<file path="config.mk">
export PLATFORM = sky130hd
export DESIGN_NAME = gntm_dist
export DESIGN_NICKNAME = d
export VERILOG_FILES = /design/src/rtl/core/gntm_pkg.sv /design/src/rtl/core/gntm_dist.sv
export SDC_FILE = /design/constraint.sdc
export NUM_CORES = 2
export LEC_CHECK = 0
export BUFFER_PORTS_ARGS = -buffer_cell sky130_fd_sc_hd__buf_2
export CAP_MARGIN = 20
export CORE_MARGIN = 3
export CORE_UTILIZATION = 48
export CTS_CLUSTER_DIAMETER = 100
export DETAILED_ROUTE_END_ITERATION = 6
export PLACE_DENSITY = 0.67
export SKIP_LAST_GASP = 1
export SLEW_MARGIN = 20
export SYNTH_ARGS = -nofsm -noshare
export SYNTH_HDL_FRONTEND = slang
export SYNTH_SLANG_ARGS = --single-unit
</file>
<file path="constraint.sdc">
create_clock -name clk -period 6.7 [get_ports clk]
set_input_delay 1.005 -clock clk [delete_from_list [all_inputs] [get_ports clk]]
set_output_delay 1.005 -clock clk [all_outputs]
set_load 0.01 [all_outputs]
</file>
<file path="src/rtl/core/gntm_pkg.sv">
package gntm_pkg;

	localparam int MAX_TARGETS_DEF = 64;
	localparam int POS_W = 16;
	localparam int ID_W = 16;
	localparam int GATE_W = 16;
	localparam int MIDX_W = 6;
	localparam int SQ_W = 2 * POS_W;
	localparam int DIST_W = SQ_W + 1;
	localparam int DIST_LAT = 3;

	typedef enum logic [1:0] {
		FUNC_CLEAR = 2'd0,
		FUNC_LOAD  = 2'd1,
		FUNC_MATCH = 2'd2
	} func_t;

	typedef enum logic [1:0] {
		ST_IDLE,
		ST_SCAN,
		ST_DRAIN,
		ST_FINISH
	} state_t;

	typedef struct packed {
		logic [1:0]              func;
		logic signed [POS_W-1:0] pos_x;
		logic signed [POS_W-1:0] pos_y;
		logic [ID_W-1:0]         target_id;
	} req_t;

	typedef struct packed {
		logic              matched;
		logic [MIDX_W-1:0] match_index;
		logic [ID_W-1:0]   match_id;
	} rsp_t;

	typedef struct packed {
		logic                    used;
		logic                    mark;
		logic signed [POS_W-1:0] x;
		logic signed [POS_W-1:0] y;
		logic [ID_W-1:0]         id;
	} cell_t;

	typedef struct packed {
		logic shift;
		logic clear;
		logic load;
		logic mark_set;
	} cell_ctl_t;

endpackage

</file>
<file path="src/rtl/core/gntm_dist.sv">
module gntm_dist #(
	parameter int IDX_W = 6
) (
	input  logic                           clk,
	input  logic                           arst_n,
	input  logic                           cand,
	input  logic [IDX_W-1:0]               idx,
	input  logic [gntm_pkg::ID_W-1:0]      id,
	input  logic signed [gntm_pkg::POS_W-1:0] tx,
	input  logic signed [gntm_pkg::POS_W-1:0] ty,
	input  logic signed [gntm_pkg::POS_W-1:0] qx,
	input  logic signed [gntm_pkg::POS_W-1:0] qy,
	output logic                           cand_o,
	output logic [IDX_W-1:0]               idx_o,
	output logic [gntm_pkg::ID_W-1:0]      id_o,
	output logic [gntm_pkg::DIST_W-1:0]    dist_o
);
	import gntm_pkg::*;

	logic signed [POS_W:0]     dx_s1, dy_s1;
	logic signed [2*POS_W+1:0] px, py;
	logic [SQ_W-1:0]           sqx_s2, sqy_s2;
	logic [DIST_W-1:0]         dist_s3;
	logic                      cand_s1, cand_s2, cand_s3;
	logic [IDX_W-1:0]          idx_s1, idx_s2, idx_s3;
	logic [ID_W-1:0]           id_s1, id_s2, id_s3;

	assign px = (2*POS_W+2)'(dx_s1) * (2*POS_W+2)'(dx_s1);
	assign py = (2*POS_W+2)'(dy_s1) * (2*POS_W+2)'(dy_s1);

	always_ff @(posedge clk or negedge arst_n) begin
		if (!arst_n) begin
			cand_s1 <= 1'b0;
			cand_s2 <= 1'b0;
			cand_s3 <= 1'b0;
		end else begin
			cand_s1 <= cand;
			cand_s2 <= cand_s1;
			cand_s3 <= cand_s2;
		end
	end

	always_ff @(posedge clk) begin
		dx_s1   <= $signed({tx[POS_W-1], tx}) - $signed({qx[POS_W-1], qx});
		dy_s1   <= $signed({ty[POS_W-1], ty}) - $signed({qy[POS_W-1], qy});
		idx_s1  <= idx;
		id_s1   <= id;
		sqx_s2  <= px[SQ_W-1:0];
		sqy_s2  <= py[SQ_W-1:0];
		idx_s2  <= idx_s1;
		id_s2   <= id_s1;
		dist_s3 <= {1'b0, sqx_s2} + {1'b0, sqy_s2};
		idx_s3  <= idx_s2;
		id_s3   <= id_s2;
	end

	assign cand_o = cand_s3;
	assign idx_o  = idx_s3;
	assign id_o   = id_s3;
	assign dist_o = dist_s3;

endmodule

</file>
==> flow_metrics.env <==
export IMPL_multi_input_area_um2=18620
export IMPL_crit_path_max_incr_delay_ps=540
export IMPL_layout_nets=3653
export IMPL_fin_worst_skew_ps=12.85
export IMPL_core_um2=51920
export IMPL_r2r_cells=24
export IMPL_wl_met1_um=22510
export IMPL_syn_cell_area_um2=25540
export IMPL_drv_slew=0
export IMPL_cts_max_level=4
export IMPL_start_util_pct=49.19
export IMPL_ys_flop_type="dfxtp_1"
export IMPL_final_util_pct=53.85
export IMPL_clk_pin_slew_ps=90
export IMPL_ys_ff_latch=198
export IMPL_grt_max_degree=23
export IMPL_path_max_fanout=12
export IMPL_met3WireLength_um=2207
export IMPL_hpwl_um=45060
export IMPL_synth_cell_types=60
export IMPL_r2r_slack_ps=370
export IMPL_ctsHoldBuffers=0
export IMPL_grt_antenna_before_repair=1
export IMPL_synthTopCellsByArea="fa_1 40%, dfxtp_1 15%, ha_1 11%"
export IMPL_drt_pass1_iter_count=5
export IMPL_cts_sinks=198
export IMPL_slew_headroom_pct=54.93
export IMPL_required_ps=7070
export IMPL_yosysTopAreaCellShare_pct=40.29
export IMPL_dieWidth_um=236.7
export IMPL_tns_ps=0
export IMPL_synth_edff_count=0
export IMPL_synthCells=2655
export IMPL_chipHeight_um=236.7
export IMPL_seqCellArea_um2=3984
export IMPL_insertion_delay_ps=490
export IMPL_cap_viol_max_count=0
export IMPL_cp_arrival_ps=6700
export IMPL_diodes=0
export IMPL_yosys_area_top_type="fa_1"
export IMPL_vias=17520
export IMPL_setup_viol=0
export IMPL_path_cells="buf_4 -> and2_1 -> inv_1 -> fa_1 -> inv_1 -> fa_1 -> inv_1 -> fa_1 -> inv_1 -> fa_1 -> fa_1 -> inv_1 -> fa_1 -> inv_1 -> ha_1 -> a21o_1 -> a21o_1 -> a21oi_1 -> o21ai_0 -> nand3_1 -> nand2_1 -> a311oi_1 -> a21oi_1 -> xnor2_1"
export IMPL_io_buffers=144
export IMPL_ys_seq_area_share_pct=15.58
export IMPL_first_iter_violations=877
export IMPL_drive_gt1_share_pct=9.242
export IMPL_gp_congestion=0.8899
export IMPL_ios=145
export IMPL_end_kind="flip-flop"
export IMPL_grt_usage_pct=19.82
export IMPL_drc_errors=0
export IMPL_crit_end="sqx_s2[31]"
export IMPL_top_layer="met5"
export IMPL_fillCellCount=4749
export IMPL_critPathLaunchType="flip-flop"
export IMPL_hold_path_class="input port to asynchronous set/reset pin"
export IMPL_slowest_stage="dfxtp_1"
export IMPL_status="complete, no violations"
export IMPL_postRouteAntennaNets=0
export IMPL_area_delta_synth_final_pct=9.490
export IMPL_post_route_period_util_pct=94.49
export IMPL_crit_path_start="dx_s1[12]"
export IMPL_numCtsBuffers=17
export IMPL_met2_length_um=26110
export IMPL_timing_rr_end="sqx_s2[31]"
export IMPL_r2r_start="dx_s1[12]"
export IMPL_timing_fmax_mhz=158.0
export IMPL_path_class="flip-flop to flip-flop"
export IMPL_die_area_um2=56010
export IMPL_avgSynthCellArea_um2=9.619
export IMPL_drt_total_wl_um=52070
export IMPL_syn_nets=3486
export IMPL_clockRootBuffer="clkbuf_16"
export IMPL_grt_pass1_wl_um=90060
export IMPL_rsz0062_at_grt="no"
export IMPL_grt_pass1_vias=19030
export IMPL_clockBufferDepth=2
export IMPL_yosys_warnings=0
export IMPL_min_period_ps=6331
export IMPL_worst_slew_pin_slew_ps=674.0
export IMPL_placementRows=83
export IMPL_ys_async_sr_fraction_pct=1.515
export IMPL_final_hold_violation_count=0
export IMPL_cts_tree="yes"
export IMPL_overflow=0
export IMPL_wl_per_cell_um=14.81
export IMPL_viasPerCell=4.985
layout make-up:
type	instances	share of cell area, %
multi-input cells	1671	66.57
repair buffers	200	4.081
inverters	734	9.853
clock buffers	17	1.521
well taps	680	3.043
clock inverters	15	0.6846
flip-flops and latches	198	14.25
registers in the layout, indices dropped and copies added, names as in the netlist, 16 cells and up:
name    cells
id_s1      16
sqx_s2     31
dy_s1      17
dx_s1      17
id_o       16
dist_o     33
sqy_s2     31
id_s2      16
repair_timing:
action / in CTS / in global routing
buffers inserted: 0 / 0
endpoints found under the setup margin: 0 / 2
endpoints found under the hold margin: 0 / 0
resized for setup: 0 / 5
through the flow:
step / setup WS, ps / hold WS, ps / instance area [um2] / instances
floorplan: 614.2 / 309.6 / 25540 / 2655
global placement: 366.8 / 310.0 / 27340 / 3483
detailed placement: 252.0 / 312.1 / 27340 / 3483
CTS: 191.3 / 255.4 / 27950 / 3515
global route: 21.02 / 270.5 / 27960 / 3515
finish: 369.4 / 297.8 / 27960 / 3515
synth_stat cells, drive strengths merged (8+ instances only):
library cell  number
nand2b            15
nor2b             35
o21a              24
o211ai             8
xor2              26
and2             112
dfxtp            195
a21o              25
o21ai             41
clkbuf            52
or3                9
ha               228
a31o              10
a21oi             64
inv              734
a211oi            11
fa               514
and3              12
nor2             110
nand3             18
xnor2            105
or2                9
nand2            197
nor3              25
o21bai             8
placed cells by master, fill, tap and decap left out, types with 10 or more instances in the layout:
cell       synthesis  layout
inv_1            734     734
fa_1             514     514
ha_1             228     228
nand2_1          197     197
dfxtp_1          195     191
buf_2              0     144
and2_1           112     112
nor2_1           110     110
xnor2_1          105     105
a21oi_1           62      62
buf_4              0      56
o21ai_0           41      41
nor2b_1           35      35
xor2_1            26      26
a21o_1            25      25
nor3_1            25      25
o21a_1            24      24
nand3_1           18      18
clkbuf_16          0      17
nand2b_1          15      15
and3_1            12      12
a211oi_1          11      10
logic make-up after synthesis:
kind of cell	after synthesis	share of synthesized area, %
buffers and inverters	786	11.55
adder cells (fa/ha/maj)	742	51.46
XOR/XNOR	131	4.492
multiplexers	3	0.1274
AND/OR/NAND/NOR	562	10.65
AO/OA/AOI/OAI	233	6.139
flip-flops	198	15.58
worst max-delay path, delay by kind of cell, from the launching register on:
kind,cells,cell delay (ps)
flip-flops,1,540
AO/OA/AOI/OAI,6,1270
AND/OR/NAND/NOR,3,360
XOR/XNOR,1,150
buffers and inverters,7,610
adder cells (fa/ha/maj),7,3280
routing by layer:
layer | vias up | global-route usage (%)
met4 | 2 | 6.249
met3 | 81 | 2.912
met5 | - | 0
met1 | 8864 | 26.25
met2 | 349 | 33.69
li1 | 8227 | -
worst min-delay path by stage:
stage | from | endpoint | slack [ps] | cells past startpoint
after floorplan | id_s2[0] | id_o[0] | 310 | 0
after global placement | idx_s2[0] | idx_o[0] | 310 | 0
after detailed placement | id_s2[3] | id_o[3] | 310 | 0
after CTS | arst_n | cand_s2 | 260 | 1
after global routing | arst_n | cand_o | 270 | 1
final | arst_n | cand_o | 300 | 1
Power is left out: the tool's default activity adds up to more than one toggle a clock period on the data nets, which glitch-free logic cannot reach.
