File: src/rtl/core/gntm_pkg.sv
package gntm_pkg;

	localparam int MAX_TARGETS_DEF = 64;
	localparam int POS_W = 16;
	localparam int ID_W = 16;
	localparam int GATE_W = 16;
	localparam int MIDX_W = 6;
	localparam int SQ_W = 2 * POS_W;
	localparam int DIST_W = SQ_W + 1;
	localparam int DIST_LAT = 3;

	typedef enum logic [1:0] {
		FUNC_CLEAR = 2'd0,
		FUNC_LOAD  = 2'd1,
		FUNC_MATCH = 2'd2
	} func_t;

	typedef enum logic [1:0] {
		ST_IDLE,
		ST_SCAN,
		ST_DRAIN,
		ST_FINISH
	} state_t;

	typedef struct packed {
		logic [1:0]              func;
		logic signed [POS_W-1:0] pos_x;
		logic signed [POS_W-1:0] pos_y;
		logic [ID_W-1:0]         target_id;
	} req_t;

	typedef struct packed {
		logic              matched;
		logic [MIDX_W-1:0] match_index;
		logic [ID_W-1:0]   match_id;
	} rsp_t;

	typedef struct packed {
		logic                    used;
		logic                    mark;
		logic signed [POS_W-1:0] x;
		logic signed [POS_W-1:0] y;
		logic [ID_W-1:0]         id;
	} cell_t;

	typedef struct packed {
		logic shift;
		logic clear;
		logic load;
		logic mark_set;
	} cell_ctl_t;

endpackage

File: src/rtl/core/gntm_cell.sv
module gntm_cell (
	input  logic              clk,
	input  logic              arst_n,
	input  gntm_pkg::cell_ctl_t ctl,
	input  gntm_pkg::cell_t   load_data,
	input  gntm_pkg::cell_t   shift_in,
	output gntm_pkg::cell_t   q
);
	import gntm_pkg::*;

	logic                    used_q;
	logic                    mark_q;
	logic signed [POS_W-1:0] x_q;
	logic signed [POS_W-1:0] y_q;
	logic [ID_W-1:0]         id_q;

	always_ff @(posedge clk or negedge arst_n) begin
		if (!arst_n) begin
			used_q <= 1'b0;
			mark_q <= 1'b0;
		end else if (ctl.clear) begin
			used_q <= 1'b0;
			mark_q <= 1'b0;
		end else if (ctl.load) begin
			used_q <= 1'b1;
			mark_q <= 1'b0;
		end else if (ctl.shift) begin
			used_q <= shift_in.used;
			mark_q <= shift_in.mark;
		end else if (ctl.mark_set) begin
			mark_q <= 1'b1;
		end
	end

	always_ff @(posedge clk) begin
		if (ctl.load) begin
			x_q  <= load_data.x;
			y_q  <= load_data.y;
			id_q <= load_data.id;
		end else if (ctl.shift) begin
			x_q  <= shift_in.x;
			y_q  <= shift_in.y;
			id_q <= shift_in.id;
		end
	end

	assign q = '{used: used_q, mark: mark_q, x: x_q, y: y_q, id: id_q};

endmodule

File: config.mk
export PLATFORM = sky130hd
export DESIGN_NAME = gntm_cell
export DESIGN_NICKNAME = d
export VERILOG_FILES = /design/src/rtl/core/gntm_pkg.sv /design/src/rtl/core/gntm_cell.sv
export SDC_FILE = /design/constraint.sdc
export NUM_CORES = 1
export LEC_CHECK = 0
export ABC_AREA = 1
export BUFFER_PORTS_ARGS = -buffer_cell sky130_fd_sc_hd__buf_2
export CAP_MARGIN = 20
export CORE_UTILIZATION = 32
export DETAILED_ROUTE_END_ITERATION = 6
export PLACE_DENSITY = 0.71
export SYNTH_ARGS = -nofsm -noshare
export SYNTH_HDL_FRONTEND = slang
export SYNTH_SLANG_ARGS = --single-unit
File: constraint.sdc
create_clock -name clk -period 0.8 [get_ports clk]
set_clock_uncertainty 0.15 [all_clocks]
set_input_delay 0.08 -clock clk [delete_from_list [all_inputs] [get_ports clk]]
set_output_delay 0.08 -clock clk [all_outputs]
set_load 0.03 [all_outputs]
==> results.md, run 1 <==
* First-pass GRT wire length at between 8000 and 9000 um
* Critical path arrival at roughly 0.86 ns
* Top-count cell post-synth: nand2_1
* Routed WL at about 5400 um
* PortBufs at approximately 150
* P per Cell Area at roughly 2000 nW/um^2
* Post-route cell area at about 3500 um^2
* Tcrit/Tclk final at 1.365
* Initial Util at 0.3389
* #FFs+latches synth at 50
* RSZ-0062 raised after global routing: true
* Root buffer cell: clkbuf_8
* Worst Hold Class: input port to register
* Die Height at 84.93 um
* Clock network power share at 0.250
* Pin count of the biggest net entering global routing at 29
* Main synth FF type: edfxtp_1
* Number of global-route vias before repair at about 2000
* CP bufs+invs at 1
* Max capacitance violation total at 0
* CTS H-tree lvls at 2
* Hold Slack at -0.1234 ns
* Fin crit period at between 1 and 1.5 ns
* Seq pwr share at 0.483
* Vias/cell at ~4.3
* Final worst slack at -0.2923 ns
* Crit-path leading delay family: flip-flops
* Hold path start: ctl[0]
* Ys Warns at 0
* P_leak at approximately 1.8 nW
* Critical path class: register to output port
* Post-synthesis average cell area at between 10 and 15 um^2
* Reg-to-reg endpoint: used_q
* Layout Nets at between 400 and 500
* Dpl hpwl at approximately 4000 um
* IO Count at between 150 and 200
* CTS tree: built
* Final Setup Violations at 52
* Post-CTS Hold Buffers at 1
* CTS buffer count at 5
* Switching fraction of total power at 0.2816
* Placeable Area at roughly 6500 um^2
* Hold depth at 3
* Critical-path cell with the highest stage delay: dfrtp_1
* Fmax at around 900 MHz
* Failing checks: design-rule violations, negative hold slack, negative setup slack
* Commonest cells post-synth: 146 x nand2_1, 48 x edfxtp_1, 6 x buf_4
* Maximum VDD drop at between 0.7 and 0.8 mV
* Least-Margin Pin Slew at around 0.29 ns
* Slew Viols, Final at 0
* Hold Fails Final Rpt at 52
* Async S/R FF share, synth at 0.04000
* Clk_lat worst skew at around 0.29 ns
* Setup TNS at -13.56 ns
* Dominant cell type by area after synthesis: edfxtp_1
* Status: finished, violations left
* Antenna violations before repair at 0
* CP Cell Sequence: buf_6
* Antenna diodes at 0
* Internal Power at roughly 0.0050 W
* Clock slew at reported path FFs at roughly 0.08 ns
* First-pass iteration count of the detailed router at 7
* WHS Endpoint: mark_q
* R2R depth at 3
* Psw at roughly 0.0019 W
* DIE AREA at a little over 7000 um^2
* Total power at around 0.0069 W
* Mapped Nets at about 330
* Layout area overhead at 60.83%
* Die W at between 80 and 90 um
* FF-to-FF Start: used_q
* Wire per inst at approximately 12 um
* CP Max Fanout at 2
* Post-synth EDFFs at between 40 and 50
* Critical path capture point type: output port
* Slew headroom at 0.8091
* Ratio of cells with drive above 1 in the final layout at 0.4658
* CP startpoint kind: register
* Gate power share at 0.268
* R2R Setup Slk at -0.10 ns
* Placer Congestion at between 0.7 and 0.8
* Mapped Cells at between 200 and 250
* CP required at 0.57 ns
* Tot GR Track Use at 0.1579
* Count of cell types in the netlist at 14
* Dominant cells by area after synthesis: edfxtp_1 65%, nand2_1 25%, dfrtp_1 2.3%
* First-iteration detailed-routing DRC count at 78
* Longest Clk Path Bufs at 2
* Antenna Violating Nets Remaining at 0
* Routed via count at between 1500 and 2000
* Aggregate global routing overflow at 0
* Post-synthesis sequential area ratio at 0.6777
* Area of the mapped netlist at approximately 2200 um^2
* # clock sinks at 50
* # rows at 29
* Post-synth top area share at 0.6549
* Drt drc at 10
* Largest stage delay, worst path at around 0.42 ns
* Placed Instance Area at roughly 3100 um^2
-- state kept, by name, indices dropped and copies added (netlist names) --
name / count
id_q: 16
x_q: 16
y_q: 16
mark_q: 1
used_q: 1
-- worst min-delay path, cell delays in order --
cell and delay [ns]:
buf_2 0.08, nor3_2 0.04, nor2_1 0.08
-- per-layer routing --
layer / GRT usage / vias to the layer above / wire, um
li1: - / 1015 / -
met1: 0.1742 / 843 / 2164
met2: 0.2823 / 103 / 2692
met3: 0.05350 / 11 / 446
met4: 0.05855 / 0 / 121
met5: 0 / - / 0
-- logic make-up (layout without fill, tap and decap cells) --
family | Yosys count | in the layout | share of synthesized area
flip-flops | 50 | 50 | 0.6777
buffers and inverters | 17 | 177 | 0.05457
AO/OA/AOI/OAI | 1 | 1 | 0.002272
AND/OR/NAND/NOR | 152 | 152 | 0.2655
-- cell type report --
class	instances	area, um^2
flip-flops and latches	50	1491
fillers	562	2955
clock buffers	5	68.82
inverters	4	17.52
clock inverters	3	40.04
repair buffers	165	1212
multi-input cells	153	613.1
well taps	77	96.34
-- worst max-delay path by stage --
| stage | startpoint | end | slack (ns) | cells past startpoint |
|---|---|---|---|---|
| 2_1_floorplan | ctl[1] | id_q[0] | -0.25 | 4 |
| 3_3_place_gp | ctl[1] | y_q[6] | -0.21 | 4 |
| 3_5_place_dp | ctl[1] | y_q[6] | -0.23 | 4 |
| 4_1_cts | y_q[13] | q[29] | -0.30 | 1 |
| 5_1_grt | x_q[8] | q[40] | -0.33 | 1 |
| 6_report | used_q | q[49] | -0.29 | 1 |
-- power groups by stage --
| stage | sequential (W) | clock, W | combinational, W |
|---|---|---|---|
| floorplan | 0.00391 | 0 | 0.000342 |
| global placement | 0.00331 | 0 | 0.00150 |
| detailed placement | 0.00332 | 0 | 0.00152 |
| CTS | 0.00333 | 0.00178 | 0.00186 |
| global route | 0.00336 | 0.00189 | 0.00198 |
| finish | 0.00333 | 0.00172 | 0.00185 |
-- stage by stage --
stage / utilization / instances / setup slack (ns)
final: 0.5450 / 457 / -0.2923
after global routing: 0.5450 / 457 / -0.3268
after CTS: 0.5444 / 457 / -0.3001
after detailed placement: 0.4752 / 447 / -0.2276
after global placement: 0.4752 / 447 / -0.2069
after floorplan: - / 220 / -0.2501
-- placed cells by master (no fill, tap or decap) --
cell           netlist  final
buf_12               0      3
buf_2                3    103
buf_4                6      7
buf_6                4     51
bufinv_16            0      1
clkbuf_8             0      5
clkinv_2             0      2
dfrtp_1              2      2
dlygate4sd3_1        0      1
edfxtp_1            48     48
inv_1                3      3
inv_4                0      1
nand2_1            146    146
nand2_8              0      1
nand3_1              2      1
nand3_2              0      1
nor2_1               1      1
nor2_4               1      1
nor3_2               0      1
o21ai_1              1      1
-- repair_timing --
action | in CTS | in global routing
gates resized for setup | 102 | 1
pin swaps | 1 | 2
setup buffers | 1 | 1
endpoints found under the hold margin | 52 | 52
endpoints found under the setup margin | 51 | 52
Note: power is estimated with default switching activity, not from simulation.
==> run 2: changes to the inputs <==
- CELL_PAD_IN_SITES_DETAIL_PLACEMENT: not set -> 1
- CELL_PAD_IN_SITES_GLOBAL_PLACEMENT: not set -> 1
- CORE_UTILIZATION: 32 -> 26
- PLACE_DENSITY: 0.71 -> 0.8
- SLEW_MARGIN: not set -> 10
==> run 2 against run 1 <==
  * Power up 0.45%
  * Clock power about the same
  * Die area up 23%
  * Cell area up 1.4%
  * Largest power group unchanged
  * Global-route usage down 1.4 points
  * Sequential share of layout area down 0.57 points
  * Register-to-register slack worse by 0.03 ns
  * Critical path depth unchanged
  * Non-clock buffer count unchanged
  * Routed wire length up 13%
  * The run ends with negative hold slack, negative setup slack left
  * Sequential power about the same
  * Via count up 4.1%
==> results.md, run 2 (synthesis results as in run 1) <==
* Layout area overhead at 63.05%
* Layout Nets at 485 (unchanged)
* Critical path arrival at 0.88 ns (+0.02 ns)
* Fin crit period at 1.107 ns (+0.01453 ns)
* Hold depth at 3 (unchanged)
* FF-to-FF Start: mark_q
* CTS buffer count at 5 (unchanged)
* P per Cell Area at 1931 nW/um^2 (-0.92%)
* PortBufs at 153 (unchanged)
* Internal Power at 0.004961 W (about the same)
* Gate power share at 0.270 (+0.002)
* Number of global-route vias before repair at 2149 (+7.9%)
* CP startpoint kind: register
* Clk_lat worst skew at 0.29 ns (about the same)
* Placer Congestion at 0.7225 (-6.7%)
* Final Setup Violations at 52 (unchanged)
* Total power at 0.006931 W (+0.45%)
* R2R Setup Slk at -0.13 ns (-0.03 ns)
* Wire per inst at 12.69 um (+6.9%)
* CP required at 0.57 ns (about the same)
* Dpl hpwl at 4745 um (+19%)
* Ratio of cells with drive above 1 in the final layout at 0.4684 (+0.002632)
* DIE AREA at 8837 um^2 (+23%)
* First-pass GRT wire length at 9646 um (+11%)
* IO Count at 156 (unchanged)
* Multi-input gate area at 623.1 um^2 (+1.6%)
* CTS H-tree lvls at 2 (unchanged)
* Fillcell total at 988 (+76%)
* Least-Margin Pin Slew at 0.3242 ns (+0.03786 ns)
* CP Max Fanout at 1 (-1)
* Clock slew at reported path FFs at 0.09 ns (about the same)
* Max capacitance violation total at 0 (unchanged)
* Slew Viols, Final at 0 (unchanged)
* P_leak at 1.826 nW (+0.11%)
* Worst Hold Class: input port to register
* CP bufs+invs at 1 (unchanged)
* Die Height at 94.01 um (+11%)
* Vias/cell at 4.233 (-1.9%)
* Pin count of the biggest net entering global routing at 33 (+14%)
* Post-CTS Hold Buffers at 1 (unchanged)
* Tcrit/Tclk final at 1.384 (+0.01817)
* Critical-path cell with the highest stage delay: edfxtp_1
* Hold Slack at -0.1303 ns (-0.006847 ns)
* Root buffer cell: clkbuf_8
* Final worst slack at -0.3069 ns (-0.01453 ns)
* Longest Clk Path Bufs at 2 (unchanged)
* RSZ-0062 raised after global routing: true
* Status: finished, violations left
* Routed via count at 2053 (+4.1%)
* First-iteration detailed-routing DRC count at 25 (-68%)
* Most frequent cells in the layout: 145 x nand2_1, 103 x buf_2, 52 x buf_6
* Hold path start: ctl[0]
* Antenna violations before repair at 0 (unchanged)
* Psw at 0.001970 W (+1.4%)
* Clock network power share at 0.249 (about the same)
* Critical path capture point type: output port
* FF/Latch Area at 1491 um^2 (unchanged)
* Slew headroom at 0.7839 (-0.02524)
* Antenna diodes at 0 (unchanged)
* Commonest non-fill, non-tap cell in the layout: nand2_1
* Tot GR Track Use at 0.1436 (-0.01430)
* Critical path class: register to output port
* CTS tree: built
* Initial Util at 0.2679 (-0.07100)
* Fmax at 903.4 MHz (-1.3%)
* Seq pwr share at 0.481 (-0.002)
* First-pass iteration count of the detailed router at 3 (-4)
* Placeable Area at 8217 um^2 (+27%)
* Drt drc at 0 (-10)
* Hold Fails Final Rpt at 52 (unchanged)
* # rows at 33 (+14%)
* CP Cell Sequence: buf_6
* WHS Endpoint: mark_q
* Routed WL at 6157 um (+13%)
* Largest registers: id_q (16), x_q (16), y_q (16)
* Die W at 94.01 um (+11%)
* Maximum VDD drop at 0.7154 mV (-7.6%)
* Largest stage delay, worst path at 0.43 ns (about the same)
* Switching fraction of total power at 0.2842 (+0.002602)
* Crit-path leading delay family: flip-flops
* Failing checks: negative hold slack, negative setup slack
* Aggregate global routing overflow at 0 (unchanged)
* # clock sinks at 50 (unchanged)
* R2R depth at 3 (unchanged)
* Setup TNS at -13.53 ns (+0.02770 ns)
* Antenna Violating Nets Remaining at 0 (unchanged)
* Reg-to-reg endpoint: mark_q
-- run 2: cell counts in the layout (fill, tap and decap cells not counted) --
Identical to the previous run, type by type.
-- run 2: worst max path at each step --
stage	endpoint	depth (start not counted)	slack (ns)	from
after global placement	x_q[1]	4	-0.23	ctl[1]
after detailed placement	x_q[4]	4	-0.24	ctl[1]
after global routing	q[32]	1	-0.34	x_q[0]
final	q[3]	1	-0.31	id_q[3]
after floorplan	id_q[0]	4	-0.25	ctl[1]
after CTS	q[3]	1	-0.31	id_q[3]
-- run 2: repair_timing --
action / CTS / global route
pin swaps: 3 / 2
endpoints found under the setup margin: 51 / 52
setup buffers: 1 / 1
resized for setup: 102 / 4
endpoints found under the hold margin: 52 / 52
-- run 2: final cells by class --
class / instances / area share
sequential: 50 / 0.4156
timing repair buffer: 165 / 0.3389
multi-input combinational: 153 / 0.1736
tap: 105 / 0.03661
clock buffer: 5 / 0.01918
clock inverter: 3 / 0.01116
inverter: 4 / 0.004881
-- run 2: routing by layer --
metal	GRT usage	vias to the layer above	routed length, um	part of all wire
li1	-	1014	-	-
met1	0.1517	941	2380	0.39
met2	0.2682	94	3261	0.53
met3	0.04854	4	463	0.075
met4	0.03974	0	52	0.0084
met5	0	-	0	0
-- run 2: worst reg2reg max path, delay by kind of cell (launching register included) --
kind | cells | cell delay [ns]
flops | 1 | 0.41
simple gates | 2 | 0.14
buf+inv | 1 | 0.12
-- run 2: power by group through the flow --
stage | registers [W] | logic (W) | clock network (W)
6_report | 0.00333 | 0.00187 | 0.00173
5_1_grt | 0.00336 | 0.00201 | 0.00190
4_1_cts | 0.00334 | 0.00188 | 0.00180
3_5_place_dp | 0.00332 | 0.00155 | 0
3_3_place_gp | 0.00331 | 0.00152 | 0
2_1_floorplan | 0.00391 | 0.000342 | 0
-- run 2: metrics by stage --
step	area (um^2)	cells	setup WS, ns	utilization
final	3588	485	-0.3069	0.4367
after global routing	3588	485	-0.3409	0.4367
after CTS	3562	484	-0.3140	0.4335
after detailed placement	3114	474	-0.2418	0.3790
after global placement	3114	474	-0.2290	0.3790
after floorplan	2221	220	-0.2501	-
